<file path="src/hdl/mfbp_pkg.sv">
`timescale 1ns / 1ps
`default_nettype none
package mfbp_pkg;

    // operation codes on the input tuser
    localparam logic [1:0] OP_WRITE  = 2'd0;
    localparam logic [1:0] OP_ALIGN  = 2'd1;
    localparam logic [1:0] OP_FINISH = 2'd2;

    localparam int OP_W    = 2;
    localparam int WORD_W  = 64;           // value field
    localparam int WIDTH_W = 7;            // field_width field
    localparam int PEND_W  = 7;            // partial byte holds at most seven bits
    localparam int CNT_W   = 3;            // pending bit count
    localparam int BYTE_W  = 8;
    localparam int NB_W    = 4;            // byte count of one run, 0..8
    localparam int ACC_W   = WORD_W + PEND_W;
    localparam int OUT_TOTAL_W = 32;       // bits_written field

    // one run of result bytes handed from front to back
    typedef struct packed {
        logic [WORD_W-1:0] word;           // bytes, first one highest
        logic [NB_W-1:0]   n_bytes;        // 1..8
        logic              byte_valid;
        logic              message_end;
    } t_run;

endpackage
`default_nettype wire

</file>
<file path="src/hdl/msb_first_bit_packer_top.sv">
`timescale 1ns / 1ps
`default_nettype none
// channel   dir  handshake                  payload
// s_axis    in   i_s_axis_tvalid/o_..tready  tdata: value, field_width; tuser: operation
// m_axis    out  o_m_axis_tvalid/i_..tready  tdata: data_byte, bits_written;
//                                            tuser: byte_valid, message_end; tlast
//
// an item is taken each cycle while the run queue has room; an item's result passes
// through the run queue and the output register; the output stage sends one byte per
// cycle while the receiver is ready, so a write of k bytes holds the queue until all k
// are sent and long writes stall the input through the queue
// align with nothing pending and unused operation codes give no result
// synchronous active-low reset clears the pending bits, bit total, queue and output
module msb_first_bit_packer_top #(
    parameter int MAX_FIELD_BITS  = 64,
    parameter int BIT_COUNT_WIDTH = 32
) (
    input  wire         i_clk,
    input  wire         i_rst_n,
    input  wire         i_s_axis_tvalid,
    output logic        o_s_axis_tready,
    input  wire  [71:0] i_s_axis_tdata,    // value [63:0], field_width [70:64], zero [71]
    input  wire  [1:0]  i_s_axis_tuser,    // operation [1:0]
    output logic        o_m_axis_tvalid,
    input  wire         i_m_axis_tready,
    output logic [39:0] o_m_axis_tdata,    // data_byte [7:0], bits_written [39:8]
    output logic [1:0]  o_m_axis_tuser,    // byte_valid [0], message_end [1]
    output logic        o_m_axis_tlast     // last_in_run
);

    localparam int RUN_W   = $bits(mfbp_pkg::t_run);
    localparam int ENTRY_W = RUN_W + BIT_COUNT_WIDTH;

    // front to queue
    logic                        front_push;
    mfbp_pkg::t_run              front_run;
    logic [BIT_COUNT_WIDTH-1:0]  front_total;
    logic [ENTRY_W-1:0]          q_in, q_out;
    logic                        q_empty, q_full, q_pop;

    // queue to back
    mfbp_pkg::t_run              head_run;
    logic [BIT_COUNT_WIDTH-1:0]  head_total;

    logic [mfbp_pkg::BYTE_W-1:0]      out_byte;
    logic [mfbp_pkg::OUT_TOTAL_W-1:0] out_bits;
    logic                             out_byte_valid, out_end;

    // front: takes items, keeps the partial byte and total, builds byte runs
    mfbp_front #(
        .MAX_FIELD_BITS  (MAX_FIELD_BITS),
        .BIT_COUNT_WIDTH (BIT_COUNT_WIDTH)
    ) u_front (
        .i_clk        (i_clk),
        .i_rst_n      (i_rst_n),
        .i_valid      (i_s_axis_tvalid),
        .i_op         (i_s_axis_tuser),
        .i_value      (i_s_axis_tdata[63:0]),
        .i_width      (i_s_axis_tdata[70:64]),
        .i_queue_full (q_full),
        .o_ready      (o_s_axis_tready),
        .o_push       (front_push),
        .o_run        (front_run),
        .o_total      (front_total)
    );

    assign q_in = {front_total, front_run};

    mfbp_queue #(
        .DATA_W (ENTRY_W)
    ) u_queue (
        .i_clk   (i_clk),
        .i_rst_n (i_rst_n),
        .i_push  (front_push),
        .i_data  (q_in),
        .i_pop   (q_pop),
        .o_data  (q_out),
        .o_empty (q_empty),
        .o_full  (q_full)
    );

    assign head_run   = q_out[RUN_W-1:0];
    assign head_total = q_out[ENTRY_W-1:RUN_W];

    // back: sends the bytes of the head run one per cycle while the receiver is ready
    mfbp_back #(
        .BIT_COUNT_WIDTH (BIT_COUNT_WIDTH)
    ) u_back (
        .i_clk        (i_clk),
        .i_rst_n      (i_rst_n),
        .i_run        (head_run),
        .i_total      (head_total),
        .i_empty      (q_empty),
        .o_pop        (q_pop),
        .o_valid      (o_m_axis_tvalid),
        .i_ready      (i_m_axis_tready),
        .o_byte       (out_byte),
        .o_bits       (out_bits),
        .o_byte_valid (out_byte_valid),
        .o_last       (o_m_axis_tlast),
        .o_end        (out_end)
    );

    assign o_m_axis_tdata = {out_bits, out_byte};
    assign o_m_axis_tuser = {out_end, out_byte_valid};

endmodule
`default_nettype wire

</file>
<file path="src/hdl/mfbp_front.sv">
`timescale 1ns / 1ps
`default_nettype none
module mfbp_front #(
    parameter int MAX_FIELD_BITS  = 64,
    parameter int BIT_COUNT_WIDTH = 32
) (
    input  wire                                  i_clk,
    input  wire                                  i_rst_n,
    input  wire                                  i_valid,
    input  wire  [mfbp_pkg::OP_W-1:0]            i_op,
    input  wire  [mfbp_pkg::WORD_W-1:0]          i_value,
    input  wire  [mfbp_pkg::WIDTH_W-1:0]         i_width,
    input  wire                                  i_queue_full,
    output logic                                 o_ready,
    output logic                                 o_push,
    output mfbp_pkg::t_run                       o_run,
    output logic [BIT_COUNT_WIDTH-1:0]           o_total
);

    localparam int TW1 = BIT_COUNT_WIDTH + 1;
    localparam logic [mfbp_pkg::WIDTH_W-1:0] MAXW = mfbp_pkg::WIDTH_W'(MAX_FIELD_BITS);

    logic [mfbp_pkg::PEND_W-1:0]    r_pend, n_pend;
    logic [mfbp_pkg::CNT_W-1:0]     r_cnt, n_cnt;
    logic [BIT_COUNT_WIDTH-1:0]     r_total, n_total;

    logic                           accept;
    logic [mfbp_pkg::WIDTH_W-1:0]   wc;
    logic [mfbp_pkg::WORD_W-1:0]    val_m;
    logic [mfbp_pkg::ACC_W-1:0]     acc;
    logic [mfbp_pkg::ACC_W-1:0]     sh;
    logic [mfbp_pkg::WIDTH_W-1:0]   len;
    logic [mfbp_pkg::CNT_W-1:0]     rem;
    logic [mfbp_pkg::PEND_W-1:0]    pend_w;
    logic [mfbp_pkg::NB_W-1:0]      pad;
    logic [mfbp_pkg::BYTE_W-1:0]    pad_byte;
    logic [TW1-1:0]                 sum_field, sum_pad;
    logic [BIT_COUNT_WIDTH-1:0]     sat_field, sat_pad;
    logic                           has_pend;

    assign o_ready = !i_queue_full;
    assign accept  = i_valid && o_ready;

    always_comb begin
        wc    = (i_width > MAXW) ? MAXW : i_width;
        val_m = i_value & ~({mfbp_pkg::WORD_W{1'b1}} << wc);
        // pending bits followed by the new field bits
        acc   = ({{mfbp_pkg::WORD_W{1'b0}}, r_pend} << wc)
              | {{mfbp_pkg::PEND_W{1'b0}}, val_m};
        len   = {{(mfbp_pkg::WIDTH_W-mfbp_pkg::CNT_W){1'b0}}, r_cnt} + wc;
        rem   = len[mfbp_pkg::CNT_W-1:0];
        sh    = acc >> rem;
        pend_w = acc[mfbp_pkg::PEND_W-1:0] & ~({mfbp_pkg::PEND_W{1'b1}} << rem);
        has_pend = (r_cnt != '0);
        pad   = mfbp_pkg::NB_W'(mfbp_pkg::BYTE_W) - {1'b0, r_cnt};
        pad_byte = {1'b0, r_pend} << pad;
        sum_field = {1'b0, r_total} + TW1'(wc);
        sum_pad   = {1'b0, r_total} + TW1'(pad);
        sat_field = sum_field[BIT_COUNT_WIDTH] ? '1 : sum_field[BIT_COUNT_WIDTH-1:0];
        sat_pad   = sum_pad[BIT_COUNT_WIDTH] ? '1 : sum_pad[BIT_COUNT_WIDTH-1:0];
    end

    always_comb begin
        n_pend  = r_pend;
        n_cnt   = r_cnt;
        n_total = r_total;
        o_push  = 1'b0;
        o_run.word        = {{(mfbp_pkg::WORD_W-mfbp_pkg::BYTE_W){1'b0}}, pad_byte};
        o_run.n_bytes     = mfbp_pkg::NB_W'(1);
        o_run.byte_valid  = 1'b1;
        o_run.message_end = 1'b0;
        o_total           = sat_pad;
        case (i_op)
            mfbp_pkg::OP_WRITE: begin
                n_pend  = pend_w;
                n_cnt   = rem;
                n_total = sat_field;
                o_run.word    = sh[mfbp_pkg::WORD_W-1:0];
                o_run.n_bytes = len[mfbp_pkg::WIDTH_W-1:mfbp_pkg::CNT_W];
                o_push  = accept && (len[mfbp_pkg::WIDTH_W-1:mfbp_pkg::CNT_W] != '0);
            end
            mfbp_pkg::OP_ALIGN: begin
                if (has_pend) begin
                    n_pend  = '0;
                    n_cnt   = '0;
                    n_total = sat_pad;
                    o_push  = accept;
                end
            end
            mfbp_pkg::OP_FINISH: begin
                n_pend  = '0;
                n_cnt   = '0;
                n_total = '0;
                o_push  = accept;
                o_run.message_end = 1'b1;
                if (!has_pend) begin
                    o_run.word       = '0;
                    o_run.byte_valid = 1'b0;
                    o_total          = r_total;
                end
            end
            default: begin
                // unused code, nothing changes
            end
        endcase
    end

    always_ff @(posedge i_clk) begin
        if (!i_rst_n) begin
            r_pend  <= '0;
            r_cnt   <= '0;
            r_total <= '0;
        end else if (accept) begin
            r_pend  <= n_pend;
            r_cnt   <= n_cnt;
            r_total <= n_total;
        end
    end

endmodule
`default_nettype wire

</file>
<file path="src/hdl/mfbp_queue.sv">
`timescale 1ns / 1ps
`default_nettype none
module mfbp_queue #(
    parameter int DATA_W = 102
) (
    input  wire               i_clk,
    input  wire               i_rst_n,
    input  wire               i_push,
    input  wire  [DATA_W-1:0] i_data,
    input  wire               i_pop,
    output logic [DATA_W-1:0] o_data,
    output logic              o_empty,
    output logic              o_full
);

    // two entry queue
    logic [DATA_W-1:0] r_mem [2];
    logic              r_wr_ptr, r_rd_ptr;
    logic [1:0]        r_count;

    assign o_empty = (r_count == 2'd0);
    assign o_full  = (r_count == 2'd2);
    assign o_data  = r_mem[r_rd_ptr];

    always_ff @(posedge i_clk) begin
        if (i_push) begin
            r_mem[r_wr_ptr] <= i_data;
        end
    end

    always_ff @(posedge i_clk) begin
        if (!i_rst_n) begin
            r_wr_ptr <= 1'b0;
            r_rd_ptr <= 1'b0;
            r_count  <= 2'd0;
        end else begin
            if (i_push) begin
                r_wr_ptr <= !r_wr_ptr;
            end
            if (i_pop) begin
                r_rd_ptr <= !r_rd_ptr;
            end
            case ({i_push, i_pop})
                2'b10:   r_count <= r_count + 2'd1;
                2'b01:   r_count <= r_count - 2'd1;
                default: r_count <= r_count;
            endcase
        end
    end

endmodule
`default_nettype wire

</file>
<file path="src/hdl/mfbp_back.sv">
`timescale 1ns / 1ps
`default_nettype none
module mfbp_back #(
    parameter int BIT_COUNT_WIDTH = 32
) (
    input  wire                                  i_clk,
    input  wire                                  i_rst_n,
    input  wire  mfbp_pkg::t_run                 i_run,
    input  wire  [BIT_COUNT_WIDTH-1:0]           i_total,
    input  wire                                  i_empty,
    output logic                                 o_pop,
    output logic                                 o_valid,
    input  wire                                  i_ready,
    output logic [mfbp_pkg::BYTE_W-1:0]          o_byte,
    output logic [mfbp_pkg::OUT_TOTAL_W-1:0]     o_bits,
    output logic                                 o_byte_valid,
    output logic                                 o_last,
    output logic                                 o_end
);

    localparam int TW1 = BIT_COUNT_WIDTH + 1;

    logic [mfbp_pkg::CNT_W-1:0]   r_idx;
    logic [BIT_COUNT_WIDTH-1:0]   r_tot;

    logic                         fire;
    logic                         last;
    logic [mfbp_pkg::NB_W-1:0]    pos_full;
    logic [mfbp_pkg::CNT_W-1:0]   pos;
    logic [BIT_COUNT_WIDTH-1:0]   cur_total;
    logic [TW1-1:0]               next_sum;
    logic [BIT_COUNT_WIDTH+mfbp_pkg::OUT_TOTAL_W-1:0] total_ext;

    always_comb begin
        fire      = (!o_valid || i_ready) && !i_empty;
        last      = ({1'b0, r_idx} == (i_run.n_bytes - mfbp_pkg::NB_W'(1)));
        pos_full  = i_run.n_bytes - mfbp_pkg::NB_W'(1) - {1'b0, r_idx};
        pos       = pos_full[mfbp_pkg::CNT_W-1:0];
        cur_total = (r_idx == '0) ? i_total : r_tot;
        next_sum  = {1'b0, cur_total} + TW1'(mfbp_pkg::BYTE_W);
        total_ext = {{mfbp_pkg::OUT_TOTAL_W{1'b0}}, cur_total};
        o_pop     = fire && last;
    end

    always_ff @(posedge i_clk) begin
        if (!i_rst_n) begin
            o_valid <= 1'b0;
            r_idx   <= '0;
        end else if (fire) begin
            o_valid <= 1'b1;
            r_idx   <= last ? '0 : r_idx + mfbp_pkg::CNT_W'(1);
        end else if (i_ready) begin
            o_valid <= 1'b0;
        end
    end

    // output payload and running total
    always_ff @(posedge i_clk) begin
        if (fire) begin
            o_byte       <= i_run.word[{pos, 3'b000} +: mfbp_pkg::BYTE_W];
            o_bits       <= total_ext[mfbp_pkg::OUT_TOTAL_W-1:0];
            o_byte_valid <= i_run.byte_valid;
            o_last       <= last;
            o_end        <= i_run.message_end;
            r_tot        <= next_sum[BIT_COUNT_WIDTH] ? '1 : next_sum[BIT_COUNT_WIDTH-1:0];
        end
    end

endmodule
`default_nettype wire

</file>
<file path="config.mk">
export PLATFORM = sky130hd
export DESIGN_NAME = msb_first_bit_packer_top
export DESIGN_NICKNAME = d
export VERILOG_FILES = /design/src/hdl/mfbp_pkg.sv /design/src/hdl/msb_first_bit_packer_top.sv /design/src/hdl/mfbp_front.sv /design/src/hdl/mfbp_queue.sv /design/src/hdl/mfbp_back.sv
export SDC_FILE = /design/constraint.sdc
export NUM_CORES = 1
export LEC_CHECK = 0
export BUFFER_PORTS_ARGS = -buffer_cell sky130_fd_sc_hd__buf_2
export CELL_PAD_IN_SITES_DETAIL_PLACEMENT = 1
export CELL_PAD_IN_SITES_GLOBAL_PLACEMENT = 2
export CORE_UTILIZATION = 41
export DETAILED_ROUTE_END_ITERATION = 10
export PLACE_DENSITY = 0.78
export SLEW_MARGIN = 20
export SYNTH_ARGS = -nofsm -noshare
export SYNTH_HDL_FRONTEND = slang
export SYNTH_SLANG_ARGS = --single-unit
</file>
<file path="constraint.sdc">
create_clock -name i_clk -period 10.3 [get_ports i_clk]
set_input_delay 2.06 -clock i_clk [delete_from_list [all_inputs] [get_ports i_clk]]
set_output_delay 2.06 -clock i_clk [all_outputs]
set_load 0.01 [all_outputs]
</file>
==> out/qor.tcl, run 1 <==
set qor(die_area_mm2) 0.0523
set qor(floorplan.io_pins) 123
set qor(worst_setup_hold_path_clk_slew_ps) 60
set qor(critical_path_peak_fanout) 77
set qor(peakVddDrop_mv) 0.104
set qor(cts_resized) 0
set qor(antenna_found_initial) 0
set qor(postLayoutCoreUtil_pct) 46.2
set qor(row_count) 82
set qor(place.detailed.hpwl_um) 56500
set qor(rr_worst_depth) 12
set qor(finalClockSkew_ps) 30.7
set qor(postCtsHoldBufs) 0
set qor(drc) 0
set qor(critical_path_class) {input pin to flip-flop}
set qor(horizontal_extent_of_the_die_um) 229
set qor(final_layout_size_suffix_gt1_share_pct) 17.5
set qor(detailedRoute.firstPassIterationCount) 8
set qor(wl_per_cell_um) 28.4
set qor(endpoint_of_the_lowest_slack_register_to_register_path) {u_queue.r_mem[0][83]}
set qor(min_delay_path_depth) 2
set qor(endpoint_class_of_the_critical_path) {flip-flop}
set qor(cts_max_path_buffers) 3
set qor(total_track_usage_pct) 29.6
set qor(setup_viol) 0
set qor(p_per_area_mw_per_mm2) 159
set qor(met3RoutedLength_um) 4990
set qor(grt_pass1_wl_um) 117000
set qor(cap_violations) 0
set qor(cts-htree-levels) 2
set qor(detail_route.wirelength_um) 78700
set qor(die_y_um) 229
set qor(postSynthRegisterBits) 330
set qor(crit_required_ps) 10480
set qor(synth-edff-count) 279
set qor(num_antenna_cells) 0
set qor(timing.critical_path.from_type) {input pin}
set qor(cts_root_buf) {clkbuf_16}
set qor(route.met2.wl_um) 34000
set qor(maxUsedRoutingLayer) {met4}
set qor(first_iter_violations) 1825
set qor(multi_input_comb_area_mm2) 0.0108
set qor(final.setup.tns_ps) 0
set qor(avgSynthCellArea_um2) 10.3
set qor(sequential_cell_area_mm2) 0.00940
set qor(synth_nets) 2155
set qor(syn2layout_area_growth_pct) 10.6
set qor(yosysUniqueCellTypes) 98
set qor(hold_path_sink) {u_front.r_total[3]}
set qor(grt_pass1_vias) 17700
set qor(cellLeakagePower_uw) 0.00811
set qor(netlist_instances) 2045
set qor(achievable-frequency_ghz) 0.159
set qor(route.vias.total) 18000
set qor(buffer_ports.inserted) 121
set qor(viasPerCell) 6.51
set qor(grt_overflow_total) 0
set qor(regToRegSetupSlack_ps) 5080
set qor(grt_max_degree) 80
set qor(seq_area_frac_synth_pct) 44.6
set qor(synth.yosys.warnings) 0
set qor(cts.repair_timing.setup_buffer_count) 0
set qor(tritoncts) {built}
set qor(period_share_pct) 61.2
set qor(wirelength_met1_um) 37800
set qor(timing_worst_slew_pin_value_ps) 1180
set qor(filler_cell_count) 5638
set qor(floorplan.initialDensity_pct) 41.8
set qor(reg2reg_from) {u_front.r_cnt[0]}
set qor(hold_path_class) {flip-flop to flip-flop}
set qor(place_congestion) 0.930
set qor(cts_num_sinks) 330
set qor(max_slew_margin_pct) 20.0
set qor(dominantRegCellSynth) {edfxtp_1}
set qor(area_of_the_core_mm2) 0.0505
set qor(min-delay-start) {u_front.r_total[3]}
set qor(finalMaxSlewViolations) 0
set qor(clock_insertion_delay_worst_skew_ps) 560
set qor(tritoncts.num_buffers) 36
set qor(grt_setup_unrepaired) {no}
set qor(synth-async-reset-ratio_pct) 0
set qor(netlist_area_mm2) 0.0211
set qor(report.final.hold_viol_count) 0
set qor(cp_data_arrival_time_ps) 6480
set qor(drtAntennaViolNets) 0
set qor(min_period_ps) 6300
set qor(status) {complete, no violations}
set qor(finalNetCount) 2179
[area by class of cell]
cell class | instances | share of cell area, %
Clock inverter | 25 | 1.35
Tap cell | 672 | 3.61
Inverter | 53 | 0.853
Sequential cell | 330 | 40.3
Multi-Input combinational cell | 1494 | 46.2
Clock buffer | 40 | 3.93
Timing Repair Buffer | 154 | 3.77
[cell usage after synthesis (39+ instances only)]
master | instances | area (um^2)
mux2i_1 | 94 | 941
nor2_1 | 165 | 619
mux2_2 | 45 | 507
mux4_2 | 48 | 1080
a211oi_1 | 39 | 293
dfxtp_1 | 51 | 1020
edfxtp_1 | 279 | 8380
a31oi_1 | 49 | 307
inv_1 | 44 | 165
nand2_1 | 157 | 589
nor3_1 | 52 | 260
o21ai_0 | 92 | 460
a21oi_1 | 142 | 711
clkbuf_1 | 105 | 394
[power by group]
part	switching (uW)	internal, uW
registers	37.6	1560
logic	491	260
clock network	553	802
total	1080	2620
[routing by layer]
metal / global-route usage (%) / up-vias
met5: 0 / -
met4: 7.57 / 0
met3: 3.66 / 121
met2: 43.6 / 696
met1: 45.5 / 9205
li1: - / 7988
[registers in the layout, indices dropped and copies added (netlist names), named ones only]
name                 count
u_back.o_bits           32
u_back.o_byte            8
u_back.o_byte_valid      1
u_back.o_end             1
u_back.o_last            1
u_back.o_valid           1
u_back.r_idx             3
u_back.r_tot            32
u_front.r_cnt            3
u_front.r_pend           7
u_front.r_total         32
u_queue.r_count          2
u_queue.r_mem          204
u_queue.r_rd_ptr         1
u_queue.r_wr_ptr         1
[cell families after synthesis]
family / after synthesis / share of synthesized area [%]
AND/OR/NAND/NOR: 588 / 13.8
XOR/XNOR: 49 / 2.07
flip-flops: 330 / 44.6
multiplexers: 197 / 12.6
AO/OA/AOI/OAI: 628 / 20.2
buffers and inverters: 221 / 4.64
adder cells (fa/ha/maj): 32 / 2.04
[stage by stage]
| step | hold WS, ps | power [uW] | area (um^2) | setup slack [ps] | instances |
|---|---|---|---|---|---|
| 3_3_place_gp | 493 | 2340 | 22100 | 3710 | 2703 |
| 4_1_cts | 549 | 3720 | 23300 | 4150 | 2768 |
| 2_1_floorplan | 466 | 2120 | 21100 | 1660 | 2045 |
| 3_5_place_dp | 517 | 2370 | 22100 | 3590 | 2703 |
| 5_1_grt | 577 | 3830 | 23300 | 3830 | 2768 |
| 6_report | 547 | 3710 | 23300 | 4000 | 2768 |
[cell usage in the layout, fill, tap and decap left out, types with 15 or more instances in the layout]
cell type,Yosys,final
ha_1,28,26
o21a_1,20,20
dfxtp_1,51,50
and2_1,16,16
edfxtp_1,279,279
o221ai_1,15,15
mux4_2,48,48
mux2_2,45,45
buf_4,10,31
a31oi_1,49,49
nor3_1,52,52
nor4_1,18,17
a21oi_1,142,140
a22oi_1,25,25
o22ai_1,38,38
o211ai_1,23,23
nand2b_1,21,21
nand3_1,38,38
buf_2,35,121
o21ai_0,92,92
and3_1,21,21
nand2_1,157,157
a211oi_1,39,39
nand4_1,23,23
xnor2_1,38,37
clkbuf_16,0,36
mux2i_1,94,94
inv_1,44,43
nor2_1,165,161
[how the worst max path moves through the flow]
stage / startpoint / end / slack, ps / cells past startpoint
6_report: i_s_axis_tdata[66] / u_queue.r_mem[0][30] / 4000 / 11
5_1_grt: i_s_axis_tdata[66] / u_queue.r_mem[0][49] / 3830 / 11
4_1_cts: i_s_axis_tdata[66] / u_queue.r_mem[0][37] / 4150 / 11
3_5_place_dp: i_s_axis_tdata[66] / u_queue.r_mem[0][34] / 3590 / 11
3_3_place_gp: i_s_axis_tdata[66] / u_queue.r_mem[0][34] / 3710 / 11
2_1_floorplan: i_s_axis_tdata[70] / u_queue.r_mem[0][0] / 1660 / 11
[worst max-delay path, stage by stage]
cell and delay [ps]:
buf_2 650, nand2b_1 460, inv_1 340, ha_1 360, a21oi_1 290, nor2_1 90
xnor2_1 140, nor3_1 550, o41ai_2 340, nor2_4 660, buf_12 440
Note: power is estimated with default switching activity, not from simulation.
==> run 2, diff against run 1 <==
--- a/config.mk
+++ b/config.mk
@@ -5,12 +5,13 @@
 export SDC_FILE = /design/constraint.sdc
 export NUM_CORES = 1
 export LEC_CHECK = 0
+export ABC_AREA = 1
 export BUFFER_PORTS_ARGS = -buffer_cell sky130_fd_sc_hd__buf_2
 export CELL_PAD_IN_SITES_DETAIL_PLACEMENT = 1
 export CELL_PAD_IN_SITES_GLOBAL_PLACEMENT = 2
-export CORE_UTILIZATION = 41
+export CORE_UTILIZATION = 36
 export DETAILED_ROUTE_END_ITERATION = 10
-export PLACE_DENSITY = 0.78
+export PLACE_DENSITY = 0.77
 export SLEW_MARGIN = 20
 export SYNTH_ARGS = -nofsm -noshare
 export SYNTH_HDL_FRONTEND = slang
==> constraint.sdc (replaced) <==
create_clock -name i_clk -period 6.5 [get_ports i_clk]
set_input_delay 1.3 -clock i_clk [delete_from_list [all_inputs] [get_ports i_clk]]
set_output_delay 1.3 -clock i_clk [all_outputs]
set_load 0.01 [all_outputs]
==> out/qor.tcl, run 2 <==
set qor(endpoint_class_of_the_critical_path) {flip-flop}
set qor(largest_family_of_logic_cells_by_synthesized_area) {simple AND/OR/NAND/NOR gates}
set qor(report.final.hold_viol_count) 0
set qor(synth_area_in_adders_pct) 1.98
set qor(yosysMostFrequentCell) {nand2_1}
set qor(syn2layout_area_growth_pct) 12.0
set qor(cts-htree-levels) 2
set qor(max_slew_margin_pct) 27.6
set qor(total_track_usage_pct) 28.3
set qor(floorplan.io_pins) 123
set qor(cap_violations) 0
set qor(post-route-cell-area_mm2) 0.0243
set qor(final.setup.tns_ps) 0
set qor(detailedRoute.firstPassIterationCount) 10
set qor(achievable-frequency_ghz) 0.221
set qor(timing_worst_slew_pin_value_ps) 1080
set qor(post_synthesis_compound_gate_area_fraction_pct) 11.7
set qor(cts_num_sinks) 330
set qor(violations) {design-rule violations}
set qor(cp_cell_sequence) {inv_1 -> ha_1 -> fa_1 -> nand3_1 -> nand3_1 -> nand2_1 -> inv_1 -> nand3_1 -> buf_4 -> nand3_1 -> o21ai_0 -> inv_1}
set qor(worst_setup_hold_path_clk_slew_ps) 60
set qor(largest_register_ff_count) 204
set qor(p_per_area_mw_per_mm2) 253
set qor(grt_pass1_wl_um) 131000
set qor(antenna_found_initial) 1
set qor(row_count) 89
set qor(drc) 4
set qor(critical_path_peak_fanout) 23
set qor(cpMostUsedCell) {nand3_1}
set qor(critical_path_class) {flip-flop to flip-flop}
set qor(cts_root_buf) {clkbuf_16}
set qor(cts_max_path_buffers) 3
set qor(seq_area_frac_synth_pct) 43.3
set qor(area_of_the_core_mm2) 0.0594
set qor(most-common-layout-cells) {669 x nand2_1, 560 x nand3_1, 380 x nor2_1}
set qor(postLayoutCoreUtil_pct) 41.0
set qor(drtAntennaViolNets) 0
set qor(buffer_ports.inserted) 121
set qor(peakVddDrop_mv) 0.179
set qor(yosysTopAreaCellShare_pct) 38.6
set qor(cts.repair_timing.setup_buffer_count) 0
set qor(synth-edff-count) 279
set qor(grt_pass1_vias) 20800
set qor(postSynthRegisterBits) 330
set qor(place_congestion) 0.935
set qor(placed_area_mm2) 0.0231
set qor(tritoncts.num_buffers) 38
set qor(netlist_instances) 2932
set qor(hold_path_class) {flip-flop to flip-flop}
set qor(avgSynthCellArea_um2) 7.40
set qor(cp_num_buf_inv) 4
set qor(timing.critical_path.from_type) {flip-flop}
set qor(setup_viol) 0
set qor(synth_top_area_cell) {edfxtp_1}
set qor(synth-async-reset-ratio_pct) 0
set qor(finalMaxSlewViolations) 0
set qor(cp_data_arrival_time_ps) 4810
set qor(finalNetCount) 3088
set qor(place.detailed.hpwl_um) 65300
set qor(xor_xnor_portion_of_the_synthesized_cell_area_pct) 1.25
set qor(grt_setup_unrepaired) {no}
set qor(largest-register) {u_queue.r_mem}
set qor(route.vias.total) 21300
set qor(min_period_ps) 4520
set qor(yosysUniqueCellTypes) 57
set qor(slowest_delay_ps) 730
set qor(grt_overflow_total) 0
set qor(crit_required_ps) 6790
set qor(simple_gate_area_share_of_the_yosys_netlist_pct) 34.1
set qor(wl_per_cell_um) 23.0
set qor(die_area_mm2) 0.0613
set qor(multiplexer_share_of_the_synthesized_area_pct) 0.0461
set qor(dominantRegCellSynth) {edfxtp_1}
set qor(cellLeakagePower_uw) 0.00990
set qor(tritoncts) {built}
set qor(viasPerCell) 5.64
set qor(layout_commonest_cell) {nand2_1}
set qor(period_share_pct) 69.5
set qor(cts_resized) 0
set qor(cp_top_family) {adder cells}
set qor(crit_path_top_delay_cell) {dfxtp_1}
set qor(synth.yosys.warnings) 0
set qor(detail_route.wirelength_um) 87100
set qor(netlist_area_mm2) 0.0217
set qor(grt_max_degree) 79
set qor(synthTopCellsByArea) {edfxtp_1 39%, nand3_1 13%, nand2_1 12%, nor2_1 6.6%, dfxtp_1 4.7%}
set qor(final_layout_size_suffix_gt1_share_pct) 9.68
set qor(clock_insertion_delay_worst_skew_ps) 570
set qor(filler_cell_count) 7412
set qor(first_iter_violations) 1753
set qor(floorplan.initialDensity_pct) 36.6
set qor(die_y_um) 248
set qor(status) {finished with violations}
set qor(postCtsHoldBufs) 0
set qor(finalClockSkew_ps) 26.8
set qor(synth_nets) 3042
set qor(horizontal_extent_of_the_die_um) 248
set qor(post_synth_most_frequent_cells) {669 x nand2_1, 560 x nand3_1, 384 x nor2_1}
run 2: final timing paths:
check                                       from              endpoint  slack, ps  cells past startpoint
worst max-delay path            u_front.r_cnt[0]  u_queue.r_mem[0][80]       1980                     12
worst min-delay path            u_queue.r_rd_ptr             flip-flop        470                      2
worst max register to register  u_front.r_cnt[0]  u_queue.r_mem[0][80]       1980                     12
worst min register to register  u_queue.r_rd_ptr             flip-flop        470                      2
run 2: metrics by stage:
stage	setup slack (ps)	power, uW	hold WS, ps	std cells
finish	1980	6150	473	3781
global route	1670	6430	513	3779
CTS	2020	6180	476	3779
floorplan	273	3530	453	2932
global placement	1640	4000	453	3711
detailed placement	1520	4040	464	3711
run 2: cell type report:
class                      instances  area (um^2)  area share, %
timing repair buffer             169         1070           4.39
inverter                         248          931           3.83
antenna                            2         5.00         0.0206
clock inverter                    27          273           1.12
clock buffer                      41          962           3.96
sequential                       330         9400           38.7
tap                              773          967           3.98
multi-input combinational       2191        10700           44.0
run 2: cell families after synthesis:
group           Yosys count
flops                   330
xor+xnor                 31
mux                       1
buf+inv                 411
fa+ha+maj                32
simple gates           1711
compound gates          416
run 2: worst min-delay path, cell delays in order, from the launching register on:
cell,delay (ps)
dfxtp_1,300
inv_1,80
a21oi_1,60
run 2: routing by layer:
| metal | global-route usage [%] | wire length [um] | vias up |
|---|---|---|---|
| li1 | - | - | 10100 |
| met1 | 44.5 | 44200 | 10600 |
| met2 | 40.4 | 36600 | 565 |
| met3 | 3.85 | 4830 | 92 |
| met4 | 5.90 | 1470 | 0 |
| met5 | 0 | 0 | - |
run 2: where the power goes:
part | total, uW | internal [uW] | switching, uW
clock network | 2140 | 1210 | 931
logic | 1470 | 407 | 1060
registers | 2550 | 2480 | 68.8
total | 6150 | 4090 | 2060
